`config.mk`:
```
export PLATFORM = sky130hd
export DESIGN_NAME = integer_text_formatter
export DESIGN_NICKNAME = d
export VERILOG_FILES = /design/src/design/itf_pkg.sv /design/src/design/itf_ctrl.sv /design/src/design/itf_dp.sv /design/src/design/integer_text_formatter.sv
export VERILOG_INCLUDE_DIRS = /design/src /design/src/design
export SDC_FILE = /design/constraint.sdc
export NUM_CORES = 1
export LEC_CHECK = 0
export BUFFER_PORTS_ARGS = -buffer_cell sky130_fd_sc_hd__buf_2
export CORE_MARGIN = 1.5
export CORE_UTILIZATION = 45
export DETAILED_ROUTE_END_ITERATION = 16
export GPL_ROUTABILITY_DRIVEN = 0
export PLACE_DENSITY_LB_ADDON = 0.15
export SETUP_SLACK_MARGIN = 0.4
export SLEW_MARGIN = 0
export SYNTH_ARGS = -nofsm -noshare
export SYNTH_HDL_FRONTEND = slang
export SYNTH_SLANG_ARGS = --single-unit
```
`constraint.sdc`:
```
create_clock -name i_clk -period 8.35 [get_ports i_clk]
set_input_delay 1.2525 -clock i_clk [delete_from_list [all_inputs] [get_ports i_clk]]
set_output_delay 1.2525 -clock i_clk [all_outputs]
set_load 0.05 [all_outputs]
```
`src/design/assert_macros.svh`:
```
// Assertion macros shared by the formatter modules.
// Users must provide i_clk and i_rst_n; no other dependencies.
`ifndef ASSERT_MACROS_SVH
`define ASSERT_MACROS_SVH
`ifndef SYNTHESIS
// Property checked on every rising clock edge outside reset.
`define ITF_ASSERT(lbl, prop, msg) \
    lbl: assert property (@(posedge i_clk) disable iff (!i_rst_n) prop) else $error(msg);
// Condition that must never be seen outside reset.
`define ITF_NEVER(lbl, expr, msg) \
    lbl: assert property (@(posedge i_clk) disable iff (!i_rst_n) !(expr)) else $error(msg);
`else
`define ITF_ASSERT(lbl, prop, msg)
`define ITF_NEVER(lbl, expr, msg)
`endif
`endif

```
`src/design/itf_pkg.sv`:
```
// Shared types, codes and character tables for the integer text formatter.
// No dependencies.
package itf_pkg;

    localparam int MAX_WIDTH_DEF = 64;
    localparam int BODY_DIGITS   = 20;
    localparam int DIGIT_BITS    = 4 * BODY_DIGITS;
    localparam int NDIG_W        = 5;
    localparam int CONV_STEPS    = 64;
    localparam int CNT_W         = 6;

    localparam logic [2:0] KIND_SDEC = 3'd0;
    localparam logic [2:0] KIND_UDEC = 3'd1;
    localparam logic [2:0] KIND_HEXL = 3'd2;
    localparam logic [2:0] KIND_HEXU = 3'd3;
    localparam logic [2:0] KIND_CHAR = 3'd4;
    localparam logic [2:0] KIND_PCT  = 3'd5;

    localparam logic [7:0] CHAR_SPACE   = 8'h20;
    localparam logic [7:0] CHAR_ZERO    = 8'h30;
    localparam logic [7:0] CHAR_MINUS   = 8'h2D;
    localparam logic [7:0] CHAR_PERCENT = 8'h25;

    localparam logic [7:0] LOWER_DIGITS [16] = '{
        8'h30, 8'h31, 8'h32, 8'h33, 8'h34, 8'h35, 8'h36, 8'h37,
        8'h38, 8'h39, 8'h61, 8'h62, 8'h63, 8'h64, 8'h65, 8'h66
    };
    localparam logic [7:0] UPPER_DIGITS [16] = '{
        8'h30, 8'h31, 8'h32, 8'h33, 8'h34, 8'h35, 8'h36, 8'h37,
        8'h38, 8'h39, 8'h41, 8'h42, 8'h43, 8'h44, 8'h45, 8'h46
    };

    typedef enum logic [3:0] {
        ST_IDLE,
        ST_DISPATCH,
        ST_CONV,
        ST_NORM,
        ST_PREP,
        ST_LEAD,
        ST_PAD_L,
        ST_SIGN,
        ST_DIGIT,
        ST_CHAR,
        ST_PAD_R
    } t_state;

    typedef enum logic [2:0] {
        SEL_PAD,
        SEL_SPACE,
        SEL_MINUS,
        SEL_DIGIT,
        SEL_CHAR
    } t_out_sel;

    typedef struct packed {
        logic     load;
        logic     conv;
        logic     norm;
        logic     prep;
        logic     pad_dec;
        logic     digit_shift;
        logic     emit;
        t_out_sel sel;
        logic     last;
    } t_cmd;

    typedef struct packed {
        logic kind_dec;
        logic kind_hex;
        logic kind_chr;
        logic kind_bad;
        logic conv_done;
        logic norm_done;
        logic pad_zero;
        logic pad_one;
        logic ndig_one;
        logic neg;
        logic left;
    } t_sts;

    function automatic logic [7:0] itf_digit_char(input logic [3:0] nib, input logic upper);
        return upper ? UPPER_DIGITS[nib] : LOWER_DIGITS[nib];
    endfunction

endpackage

```
`src/design/itf_ctrl.sv`:
```
// Sequencer for the formatter: conversion, normalization and emission phases.
// Depends on itf_pkg and assert_macros.svh.
`include "assert_macros.svh"
module itf_ctrl (
    input  logic         i_clk,
    input  logic         i_rst_n,
    input  logic         start,
    output logic         busy,
    input  itf_pkg::t_sts i_sts,
    output itf_pkg::t_cmd o_cmd
);
    import itf_pkg::*;

    t_state r_state;
    t_state n_state;
    t_state body_state;

    always_ff @(posedge i_clk) begin
        if (!i_rst_n) begin
            r_state <= ST_IDLE;
        end else begin
            r_state <= n_state;
        end
    end

    assign body_state = i_sts.neg ? ST_SIGN : (i_sts.kind_chr ? ST_CHAR : ST_DIGIT);
    assign busy = (r_state != ST_IDLE);

    always_comb begin
        n_state = r_state;
        o_cmd   = '0;
        o_cmd.sel = SEL_PAD;
        case (r_state)
            ST_IDLE: begin
                if (start) begin
                    o_cmd.load = 1'b1;
                    n_state = ST_DISPATCH;
                end
            end
            ST_DISPATCH: begin
                if (i_sts.kind_dec) n_state = ST_CONV;
                else if (i_sts.kind_hex) n_state = ST_NORM;
                else if (i_sts.kind_chr) n_state = ST_PREP;
                else n_state = ST_IDLE;
            end
            ST_CONV: begin
                o_cmd.conv = 1'b1;
                if (i_sts.conv_done) n_state = ST_NORM;
            end
            ST_NORM: begin
                if (i_sts.norm_done) n_state = ST_PREP;
                else o_cmd.norm = 1'b1;
            end
            ST_PREP: begin
                o_cmd.prep = 1'b1;
                n_state = ST_LEAD;
            end
            ST_LEAD: begin
                if (!i_sts.left && !i_sts.pad_zero) n_state = ST_PAD_L;
                else n_state = body_state;
            end
            ST_PAD_L: begin
                o_cmd.emit    = 1'b1;
                o_cmd.sel     = SEL_PAD;
                o_cmd.pad_dec = 1'b1;
                if (i_sts.pad_one) n_state = body_state;
            end
            ST_SIGN: begin
                o_cmd.emit = 1'b1;
                o_cmd.sel  = SEL_MINUS;
                n_state    = ST_DIGIT;
            end
            ST_DIGIT: begin
                o_cmd.emit        = 1'b1;
                o_cmd.sel         = SEL_DIGIT;
                o_cmd.digit_shift = 1'b1;
                if (i_sts.ndig_one) begin
                    if (i_sts.pad_zero) begin
                        o_cmd.last = 1'b1;
                        n_state    = ST_IDLE;
                    end else begin
                        n_state = ST_PAD_R;
                    end
                end
            end
            ST_CHAR: begin
                o_cmd.emit = 1'b1;
                o_cmd.sel  = SEL_CHAR;
                if (i_sts.pad_zero) begin
                    o_cmd.last = 1'b1;
                    n_state    = ST_IDLE;
                end else begin
                    n_state = ST_PAD_R;
                end
            end
            ST_PAD_R: begin
                o_cmd.emit    = 1'b1;
                o_cmd.sel     = SEL_SPACE;
                o_cmd.pad_dec = 1'b1;
                if (i_sts.pad_one) begin
                    o_cmd.last = 1'b1;
                    n_state    = ST_IDLE;
                end
            end
            default: begin
                n_state = ST_IDLE;
            end
        endcase
    end

    // trailing pad only exists for left-aligned requests
    `ITF_ASSERT(a_tail_pad_left, (r_state == ST_DIGIT && i_sts.ndig_one && !i_sts.pad_zero) |-> i_sts.left, "trailing pad without left align")
    `ITF_ASSERT(a_bad_kind_drop, (r_state == ST_DISPATCH && i_sts.kind_bad) |=> (r_state == ST_IDLE), "unknown kind not dropped")
    `ITF_NEVER(a_load_when_busy, o_cmd.load && busy, "load issued while busy")

endmodule

```
`src/design/itf_dp.sv`:
```
// Formatter datapath: request capture, shift-add-3 decimal conversion,
// leading-zero strip, pad counter and registered character output. Uses itf_pkg.
`include "assert_macros.svh"
module itf_dp #(
    parameter int MAX_WIDTH = itf_pkg::MAX_WIDTH_DEF
) (
    input  logic          i_clk,
    input  logic          i_rst_n,
    input  logic [2:0]    i_req_type,
    input  logic [63:0]   i_value,
    input  logic          i_wide,
    input  logic [6:0]    i_field_width,
    input  logic          i_zero_pad,
    input  logic          i_left_align,
    input  itf_pkg::t_cmd i_cmd,
    output itf_pkg::t_sts o_sts,
    output logic [7:0]    o_out_char,
    output logic          o_last,
    output logic          o_strobe
);
    import itf_pkg::*;

    localparam int WW = $clog2(MAX_WIDTH + 1);

    logic [2:0]            r_kind;
    logic                  r_upper;
    logic                  r_neg;
    logic                  r_left;
    logic                  r_zero;
    logic [WW-1:0]         r_width;
    logic [63:0]           r_bin;
    logic [DIGIT_BITS-1:0] r_digits;
    logic [NDIG_W-1:0]     r_ndig;
    logic [CNT_W-1:0]      r_cnt;
    logic [WW-1:0]         r_pad;
    logic [7:0]            r_char;
    logic [7:0]            r_out_char;
    logic                  r_last;
    logic                  r_strobe;

    logic                  ld_neg;
    logic [63:0]           ld_mag;
    logic [31:0]           ld_lo;
    logic                  ld_chr;
    logic [WW-1:0]         ld_width;
    logic [DIGIT_BITS-1:0] adj;
    logic [NDIG_W-1:0]     body_len;
    logic [7:0]            n_out_char;

    // magnitude and sign of the incoming value
    always_comb begin
        ld_lo  = i_value[31:0];
        ld_neg = 1'b0;
        ld_mag = i_wide ? i_value : {32'd0, ld_lo};
        if (i_req_type == KIND_SDEC) begin
            if (i_wide) begin
                ld_neg = i_value[63];
                ld_mag = ld_neg ? (~i_value + 64'd1) : i_value;
            end else begin
                ld_neg = ld_lo[31];
                ld_mag = {32'd0, (ld_neg ? (~ld_lo + 32'd1) : ld_lo)};
            end
        end
        ld_chr   = (i_req_type == KIND_CHAR) || (i_req_type == KIND_PCT);
        ld_width = (i_field_width > 7'(MAX_WIDTH)) ? WW'(MAX_WIDTH) : WW'(i_field_width);
    end

    // add 3 to every BCD digit of five or more before the shift
    always_comb begin
        logic [3:0] nib;
        for (int i = 0; i < BODY_DIGITS; i++) begin
            nib = r_digits[i*4 +: 4];
            adj[i*4 +: 4] = (nib >= 4'd5) ? (nib + 4'd3) : nib;
        end
    end

    assign body_len = r_ndig + {{(NDIG_W-1){1'b0}}, r_neg};

    always_ff @(posedge i_clk) begin
        if (i_cmd.load) begin
            r_kind   <= i_req_type;
            r_upper  <= (i_req_type == KIND_HEXU);
            r_neg    <= ld_neg;
            r_left   <= i_left_align;
            r_zero   <= i_zero_pad;
            r_width  <= ld_width;
            r_bin    <= ld_mag;
            r_digits <= (i_req_type == KIND_SDEC || i_req_type == KIND_UDEC)
                        ? '0 : {{(DIGIT_BITS-64){1'b0}}, ld_mag};
            r_ndig   <= ld_chr ? NDIG_W'(1) : NDIG_W'(BODY_DIGITS);
            r_cnt    <= '0;
            r_char   <= (i_req_type == KIND_PCT) ? CHAR_PERCENT : i_value[7:0];
        end
        if (i_cmd.conv) begin
            r_digits <= {adj[DIGIT_BITS-2:0], r_bin[63]};
            r_bin    <= {r_bin[62:0], 1'b0};
            r_cnt    <= r_cnt + CNT_W'(1);
        end
        if (i_cmd.norm || i_cmd.digit_shift) begin
            r_digits <= {r_digits[DIGIT_BITS-5:0], 4'd0};
            r_ndig   <= r_ndig - NDIG_W'(1);
        end
        if (i_cmd.prep) begin
            r_pad <= (r_width > WW'(body_len)) ? (r_width - WW'(body_len)) : '0;
        end
        if (i_cmd.pad_dec) begin
            r_pad <= r_pad - WW'(1);
        end
    end

    always_comb begin
        case (i_cmd.sel)
            SEL_PAD:   n_out_char = (r_zero && !r_left) ? CHAR_ZERO : CHAR_SPACE;
            SEL_SPACE: n_out_char = CHAR_SPACE;
            SEL_MINUS: n_out_char = CHAR_MINUS;
            SEL_DIGIT: n_out_char = itf_digit_char(r_digits[DIGIT_BITS-1 -: 4], r_upper);
            SEL_CHAR:  n_out_char = r_char;
            default:   n_out_char = CHAR_SPACE;
        endcase
    end

    always_ff @(posedge i_clk) begin
        if (!i_rst_n) begin
            r_strobe <= 1'b0;
        end else begin
            r_strobe <= i_cmd.emit;
        end
        r_out_char <= n_out_char;
        r_last     <= i_cmd.last;
    end

    always_comb begin
        o_sts.kind_dec  = r_kind inside {KIND_SDEC, KIND_UDEC};
        o_sts.kind_hex  = r_kind inside {KIND_HEXL, KIND_HEXU};
        o_sts.kind_chr  = r_kind inside {KIND_CHAR, KIND_PCT};
        o_sts.kind_bad  = !(o_sts.kind_dec || o_sts.kind_hex || o_sts.kind_chr);
        o_sts.conv_done = (r_cnt == CNT_W'(CONV_STEPS - 1));
        o_sts.norm_done = (r_ndig == NDIG_W'(1)) || (r_digits[DIGIT_BITS-1 -: 4] != 4'd0);
        o_sts.pad_zero  = (r_pad == '0);
        o_sts.pad_one   = (r_pad == WW'(1));
        o_sts.ndig_one  = (r_ndig == NDIG_W'(1));
        o_sts.neg       = r_neg;
        o_sts.left      = r_left;
    end

    assign o_out_char = r_out_char;
    assign o_last     = r_last;
    assign o_strobe   = r_strobe;

    `ITF_ASSERT(a_gap_after_last, (r_strobe && r_last) |=> !r_strobe, "character right after last")
    `ITF_NEVER(a_shift_empty, i_cmd.digit_shift && (r_ndig == '0), "digit emitted past body")
    `ITF_NEVER(a_pad_underflow, i_cmd.pad_dec && (r_pad == '0), "pad counter underflow")

endmodule

```
`src/design/integer_text_formatter.sv`:
```
// Integer text formatter: one request in, its characters out one per cycle with o_strobe.
// Decimal requests first run the 64 shift-add-3 steps; decimal and hex requests then strip
// up to 19 leading zeros; char and percent requests go straight to emission.
// Characters then follow one per cycle; busy falls as the last one shows.
// The receiver cannot stall.
// Synchronous active-low reset returns the sequencer to idle.
module integer_text_formatter #(
    parameter int MAX_WIDTH = itf_pkg::MAX_WIDTH_DEF
) (
    input  logic        i_clk,
    input  logic        i_rst_n,
    input  logic        start,
    output logic        busy,
    input  logic [2:0]  i_req_type,
    input  logic [63:0] i_value,
    input  logic        i_wide,
    input  logic [6:0]  i_field_width,
    input  logic        i_zero_pad,
    input  logic        i_left_align,
    output logic [7:0]  o_out_char,
    output logic        o_last,
    output logic        o_strobe
);
    import itf_pkg::*;

    t_cmd cmd;
    t_sts sts;

    itf_ctrl u_ctrl (
        .i_clk   (i_clk),
        .i_rst_n (i_rst_n),
        .start   (start),
        .busy    (busy),
        .i_sts   (sts),
        .o_cmd   (cmd)
    );

    itf_dp #(
        .MAX_WIDTH (MAX_WIDTH)
    ) u_dp (
        .i_clk         (i_clk),
        .i_rst_n       (i_rst_n),
        .i_req_type    (i_req_type),
        .i_value       (i_value),
        .i_wide        (i_wide),
        .i_field_width (i_field_width),
        .i_zero_pad    (i_zero_pad),
        .i_left_align  (i_left_align),
        .i_cmd         (cmd),
        .o_sts         (sts),
        .o_out_char    (o_out_char),
        .o_last        (o_last),
        .o_strobe      (o_strobe)
    );

endmodule

```
# Word level (Yosys, flattened, before mapping)
# Memory sizes are Yosys's and may differ from the RTL's.
# Cells that the tools add are included.
# totals
regBits	198
romBits	256
in_bits	80
output_inout_bits	11
wordCells	202
memories	2
# memory_table
memory	depth	word_bits	read_ports	rd_ports_with_merged_regs	wr	line_no	text
(no name shown)	16	8	1	0	0	itf_pkg.sv:82	return upper ? UPPER_DIGITS[nib] : LOWER_DIGITS[nib];
(no name shown)	16	8	1	0	0	itf_pkg.sv:82	
# classes
addsub	27
order_cmp	23
eq_ne	31
muxes	74
bitwise_logic	3
n_reduce_logical	24
# op_table
cell	count
2-to-1 mux 64 bit	7
2-to-1 mux 80 bit	3
2-to-1 mux 4 bit	30
>= comparator 4 x 3 -> 1 bit, second input constant	20
adder 4 x 2 -> 4 bit, second input constant	19
adder 64 x 1 -> 64 bit, second input constant	1
NOT 64 bit	1
case mux 4 bit (11 select lines)	1
2-to-1 mux 8 bit	5
adder 32 x 1 -> 32 bit, second input constant	1
2-to-1 mux 32 bit	1
NOT 32 bit	1
case mux 8 bit (4 select lines)	1
2-to-1 mux 7 bit	3
2-to-1 mux 5 bit	4
case mux 4 bit (5 select lines)	1
== test 4 x 3 -> 1 bit, second input constant	4
== test 3 x 2 -> 1 bit, second input constant	5
== test 3 bit, second input constant	5
2-to-1 mux 1 bit	13
== test 4 bit, second input constant	3
2-to-1 mux 6 bit	2
!= test 2 bit, second input constant	6
nonzero test 2 bit	6
other kinds (28)	39

# Depth between registers and ports, before layout
# logic_depth
word_depth	9
mapped_depth	10

# Modules after synthesis
# From an unflattened synthesis, not the netlist that was laid out.
# unflattened
cells_unflattened	1396
area_unflattened_um2	12783.5
# modules_own_cells
mod	instances	cells_each	area_per_inst_um2	seq_area_each_um2
itf_dp	1	1317	12194.2	5645.4
itf_ctrl	1	79	589.3	80.1

# Least setup slack after synthesis
# Ideal clock, no wire load.
# synth_timing
path_type	register -> register
startpoint	register u_dp.r_ndig[1]
endpoint	register u_dp.r_digits[10], enable pin
setup_time_ps	769
t_arrival_ps	3159
required_time_ps	7581
slack_ps	4421
stages_incl_launch_ff	9
path_buffers	2
synth_period_minus_slack_ps	3929
path_cell_list	edfxtp_1 -> inv_1 -> ha_1 -> nor4b_1 -> or3_1 -> a21o_1 -> clkbuf_1 -> clkbuf_1 -> nand2_1
# synth_between
elab_chain_len	6
# synth_rtl
element	line_no	text
from (decl)	itf_dp.sv:33	logic [NDIG_W-1:0] r_ndig;
from (signal assigned)	itf_dp.sv:90	r_ndig <= ld_chr ? NDIG_W'(1) : NDIG_W'(BODY_DIGITS);
from (signal assigned)	itf_dp.sv:101	r_ndig <= r_ndig - NDIG_W'(1);
== test 5 x 1 -> 1 bit	itf_dp.sv:138	o_sts.norm_done = (r_ndig == NDIG_W'(1)) || (r_digits[DIGIT_BITS-1 -: 4] != 4'd0);
logical OR 1 bit	itf_dp.sv:138	
2-to-1 mux 1 bit	itf_ctrl.sv:51	if (i_sts.norm_done) n_state = ST_PREP;
2-to-1 mux 1 bit	itf_ctrl.sv:33	case (r_state)
logical OR 1 bit	itf_dp.sv:99	if (i_cmd.norm || i_cmd.digit_shift) begin
nonzero test 3 bit (no line)	--	
to (signal assigned)	itf_dp.sv:88	r_digits <= (i_req_type == KIND_SDEC || i_req_type == KIND_UDEC)
to (signal assigned)	itf_dp.sv:95	r_digits <= {adj[DIGIT_BITS-2:0], r_bin[63]};
to (signal assigned)	itf_dp.sv:100	r_digits <= {r_digits[DIGIT_BITS-5:0], 4'd0};
to (decl)	itf_dp.sv:32	logic [DIGIT_BITS-1:0] r_digits;
# No other way between the ends.
# A chain may end at the register's enable or synchronous reset.

# Worst setup path after layout
# layout_timing
startpoint	input i_value[21]
endpoint	register u_dp.r_bin[31] (data pin)
# layout_between
elab_chain_len	7
elab_cells_between_ends	10
# layout_rtl
element	line_no	text
from (decl)	integer_text_formatter.sv:15	input logic [63:0] i_value,
NOT 64 bit or NOT 32 bit (tied branches)	itf_dp.sv:58, itf_dp.sv:61	
adder 64 x 1 -> 64 bit or adder 32 x 1 -> 32 bit (tied branches)	itf_dp.sv:58, itf_dp.sv:61	
2-to-1 mux 64 bit or 2-to-1 mux 32 bit (tied branches)	itf_dp.sv:58, itf_dp.sv:61	
2-to-1 mux 64 bit *	itf_dp.sv:56	if (i_wide) begin
2-to-1 mux 64 bit *	itf_dp.sv:55	if (i_req_type == KIND_SDEC) begin
2-to-1 mux 64 bit *	itf_dp.sv:80	if (i_cmd.load) begin
2-to-1 mux 64 bit *	itf_dp.sv:94	if (i_cmd.conv) begin
to (signal assigned)	itf_dp.sv:87	r_bin <= ld_mag;
to (signal assigned)	itf_dp.sv:96	r_bin <= {r_bin[62:0], 1'b0};
to (decl)	itf_dp.sv:31	logic [63:0] r_bin;
# Mark *: on every way between the ends. The rest lies on a longest branch, timed or not. The select of a mux whose other input is x is not followed.

==> flow_summary.toml <==
[floorplan]
core_sq_um = 27180
die-width_um = 170.0
ios = 91
start_util = 0.4620
row_count = 60
fp.dieArea_sq_um = 28910
die_h_um = 170.0

[timing]
slew_viol_final = 0
layout_min_cycle_time_ns = 3.811
finalHoldViolCount = 0
min_period_over_period = 0.4564
skew_ns = 0.01526
slew_headroom = 0.2349
fmax_ghz = 0.2624
rsz0062_at_grt = "false"
fin_hold_ws_ns = 0.4599
final.setup.tns_ns = 0
setup_viol = 0
tightest_slew_ns = 1.148

[logic_synthesis]
ys.flop_type = "edfxtp_1"
async_flop_share = 0
netlist_area_sq_um = 12560
synth_area_per_cell_sq_um = 9.105
synth_cell_types = 60
synth_cells = 1379
ys_seq_area_frac = 0.4560
ys_ff_latch = 197
syn_nets = 1518
synth_warnings = 0
synth_edf_count = 178

[cts]
cts_tree = "yes"
cts_resized = 0
htree_levels = 4
ctsRootBufferMaster = "clkbuf_16"
cts_setup_buffers = 0
clock_sinks = 197
clock_path_buffers = 2
holdBufCountCts = 0
clock_latency_ns = 0.44
cts_buffers = 17
clk_pin_slew_ns = 0.07

[power]
ir_drop_uv = 164.4
p_leak_nw = 4.996
power_density_nw_per_um2 = 252.6

[placed_design]
port_buffers = 90
dp_hpwl_um = 20870

[hold_path]
hold_path_depth = 2
hp-class = "register to register"
hold_path_startpoint = "u_dp.r_bin[0]"
min_to = "u_dp.r_bin[0]"

[setup_path]
cp_max_fo = 16
end_kind = "register"
arrival_ns = 4.11
ff2ff_setup_slack_ns = 4.64
crit_chain = "buf_2, or4_4, or4b_1, nor3_4, ha_1, o2bb2ai_1, a21oi_1, a22o_1"
worst-r2r-cell-count = 7
reg2reg_from = "u_dp.r_ndig[1]"
slowest_delay_ns = 0.75
cpMaxStageDelayCell = "or4b_1"
crit_required_ns = 8.65
critPathLaunchType = "input pin"
critPathKind = "input pin to register"
rr_endpoint = "u_dp.r_digits[15]"

[drt]
vias_per_cell = 5.612
via_count = 10185
dr.pass1.iters = 6
ant_nets = 0
routedWlPerCell_um = 16.93
route.detailed.drc = 0
wl_um = 30740
first_iter_violations = 691

[global_route]
grt_max_degree = 85
overflow = 0
grt_pass1_wl_um = 49800
grt_pass1_vias = 9656
grt_antenna_before_repair = 3
grt_util_all_layers = 0.2185

[final_layout]
final_nets = 1568
area_growth_pct = 10.32
layout-drive-gt1-share = 0.1054
fillCellCount = 2593

[outcome]
status = "complete, no violations"

[flow_run]
cap_violations = 0
[where the power goes]
group	switching, W	internal, W	leakage [nW]
registers	0.000199	0.00144	1.91
clock network	0.000406	0.000392	0.270
logic	0.000665	0.000394	2.82
total	0.00127	0.00223	5.00
[synth_stat cells (5+ instances only)]
library cell,number,share of area
nand2b_1,25,0.012
nor3_1,18,0.0072
ha_1,58,0.058
nor2_1,144,0.043
dfxtp_1,19,0.030
nor3b_1,23,0.014
xor2_1,28,0.020
nand2_1,160,0.048
nand3_1,23,0.0092
edfxtp_1,178,0.43
a21oi_1,150,0.060
a311oi_1,15,0.010
or3_1,7,0.0035
a31oi_1,37,0.018
clkbuf_1,64,0.019
nor4_1,12,0.0060
o22ai_1,16,0.0080
a21o_1,5,0.0030
o21ai_1,12,0.0048
o21ai_0,120,0.048
and2_1,9,0.0045
a221oi_1,18,0.013
nand4_1,7,0.0035
nor2b_1,18,0.0090
xnor2_1,69,0.048
inv_1,65,0.019
o31ai_1,13,0.0078
[cell usage in the layout (no fill, tap or decap), drive strengths merged, types with 8 or more instances in the layout]
cell type and instances:
a221oi 18, a311oi 15, ha 58, nand3 23, nor3 21, nor4 14
nor3b 23, clkbuf 18, xor2 28, o22ai 16, or3 8, buf 101
inv 74, nand2b 25, and2 9, o31ai 13, nor2b 18, xnor2 69
a21oi 150, a31oi 37, nand2 161, o21ai 134, dfxtp 19, edfxtp 178
nor2 145
[worst max-delay path: cells and delay by family]
family                   cells  cell delay [ns]
AND/OR/NAND/NOR              3             1.97
buffers and inverters        1             0.12
AO/OA/AOI/OAI                3             0.40
adder cells (fa/ha/maj)      1             0.36
[registers in the layout, indices dropped and copies added (netlist names), 4 cells and up]
name and flops:
u_ctrl.r_state 4, u_dp.o_out_char 8, u_dp.r_bin 64, u_dp.r_char 8, u_dp.r_cnt 6, u_dp.r_digits 80, u_dp.r_ndig 5, u_dp.r_pad 7
u_dp.r_width 7
[metrics by stage]
stage	worst slack (ns)	util	total power, W	cells	area [sq um]
after floorplan	4.421	-	0.002418	1379	12560
after global placement	4.136	0.4896	0.002694	1782	13310
after detailed placement	4.101	0.4896	0.002719	1782	13310
after CTS	4.556	0.5096	0.003521	1814	13850
after global routing	4.373	0.5096	0.003737	1814	13850
final	4.539	0.5097	0.003500	1815	13850
[how the worst max path moves through the flow]
stage	startpoint	endpoint	slack (ns)
2_1_floorplan	u_dp.r_ndig[1]	u_dp.r_digits[10]	4.42
3_3_place_gp	i_value[21]	u_dp.r_bin[31]	4.14
3_5_place_dp	i_value[21]	u_dp.r_bin[31]	4.10
4_1_cts	i_value[21]	u_dp.r_bin[31]	4.56
5_1_grt	i_value[31]	u_dp.r_bin[56]	4.37
6_report	i_value[21]	u_dp.r_bin[31]	4.54
[layout make-up]
cell class / count / area [sq um] / area share
Antenna cell: 1 / 2.502 / 0.0001807
Clock buffer: 18 / 429.2 / 0.03098
Clock inverter: 14 / 115.1 / 0.008310
Inverter: 65 / 244.0 / 0.01761
Multi-Input combinational cell: 1047 / 6337 / 0.4575
Sequential cell: 197 / 5725 / 0.4133
Tap cell: 372 / 465.4 / 0.03360
Timing Repair Buffer: 101 / 533.0 / 0.03848
[routing by layer]
layer	track usage	share of wire	wire length, um	vias to the layer above
met2	0.3653	0.47	14590	238
met5	0	0.00088	27	-
li1	-	-	-	5097
met3	0.03628	0.042	1289	32
met1	0.2958	0.47	14430	4814
met4	0.05233	0.013	406	4
[cell families (layout without fill, tap and decap cells)]
family,after synthesis,count (layout),synth area share
xor gates and xnor gates,97,97,0.06766
buffers and inverters,135,198,0.04155
AOI/OAI and AO/OA,413,413,0.1915
other,0,1,0
and+or+nand+nor,475,475,0.1815
DFF,197,197,0.4560
muxes,3,3,0.002392
adders and majority gates,59,59,0.05939
Power figures use the tool's default switching activity.
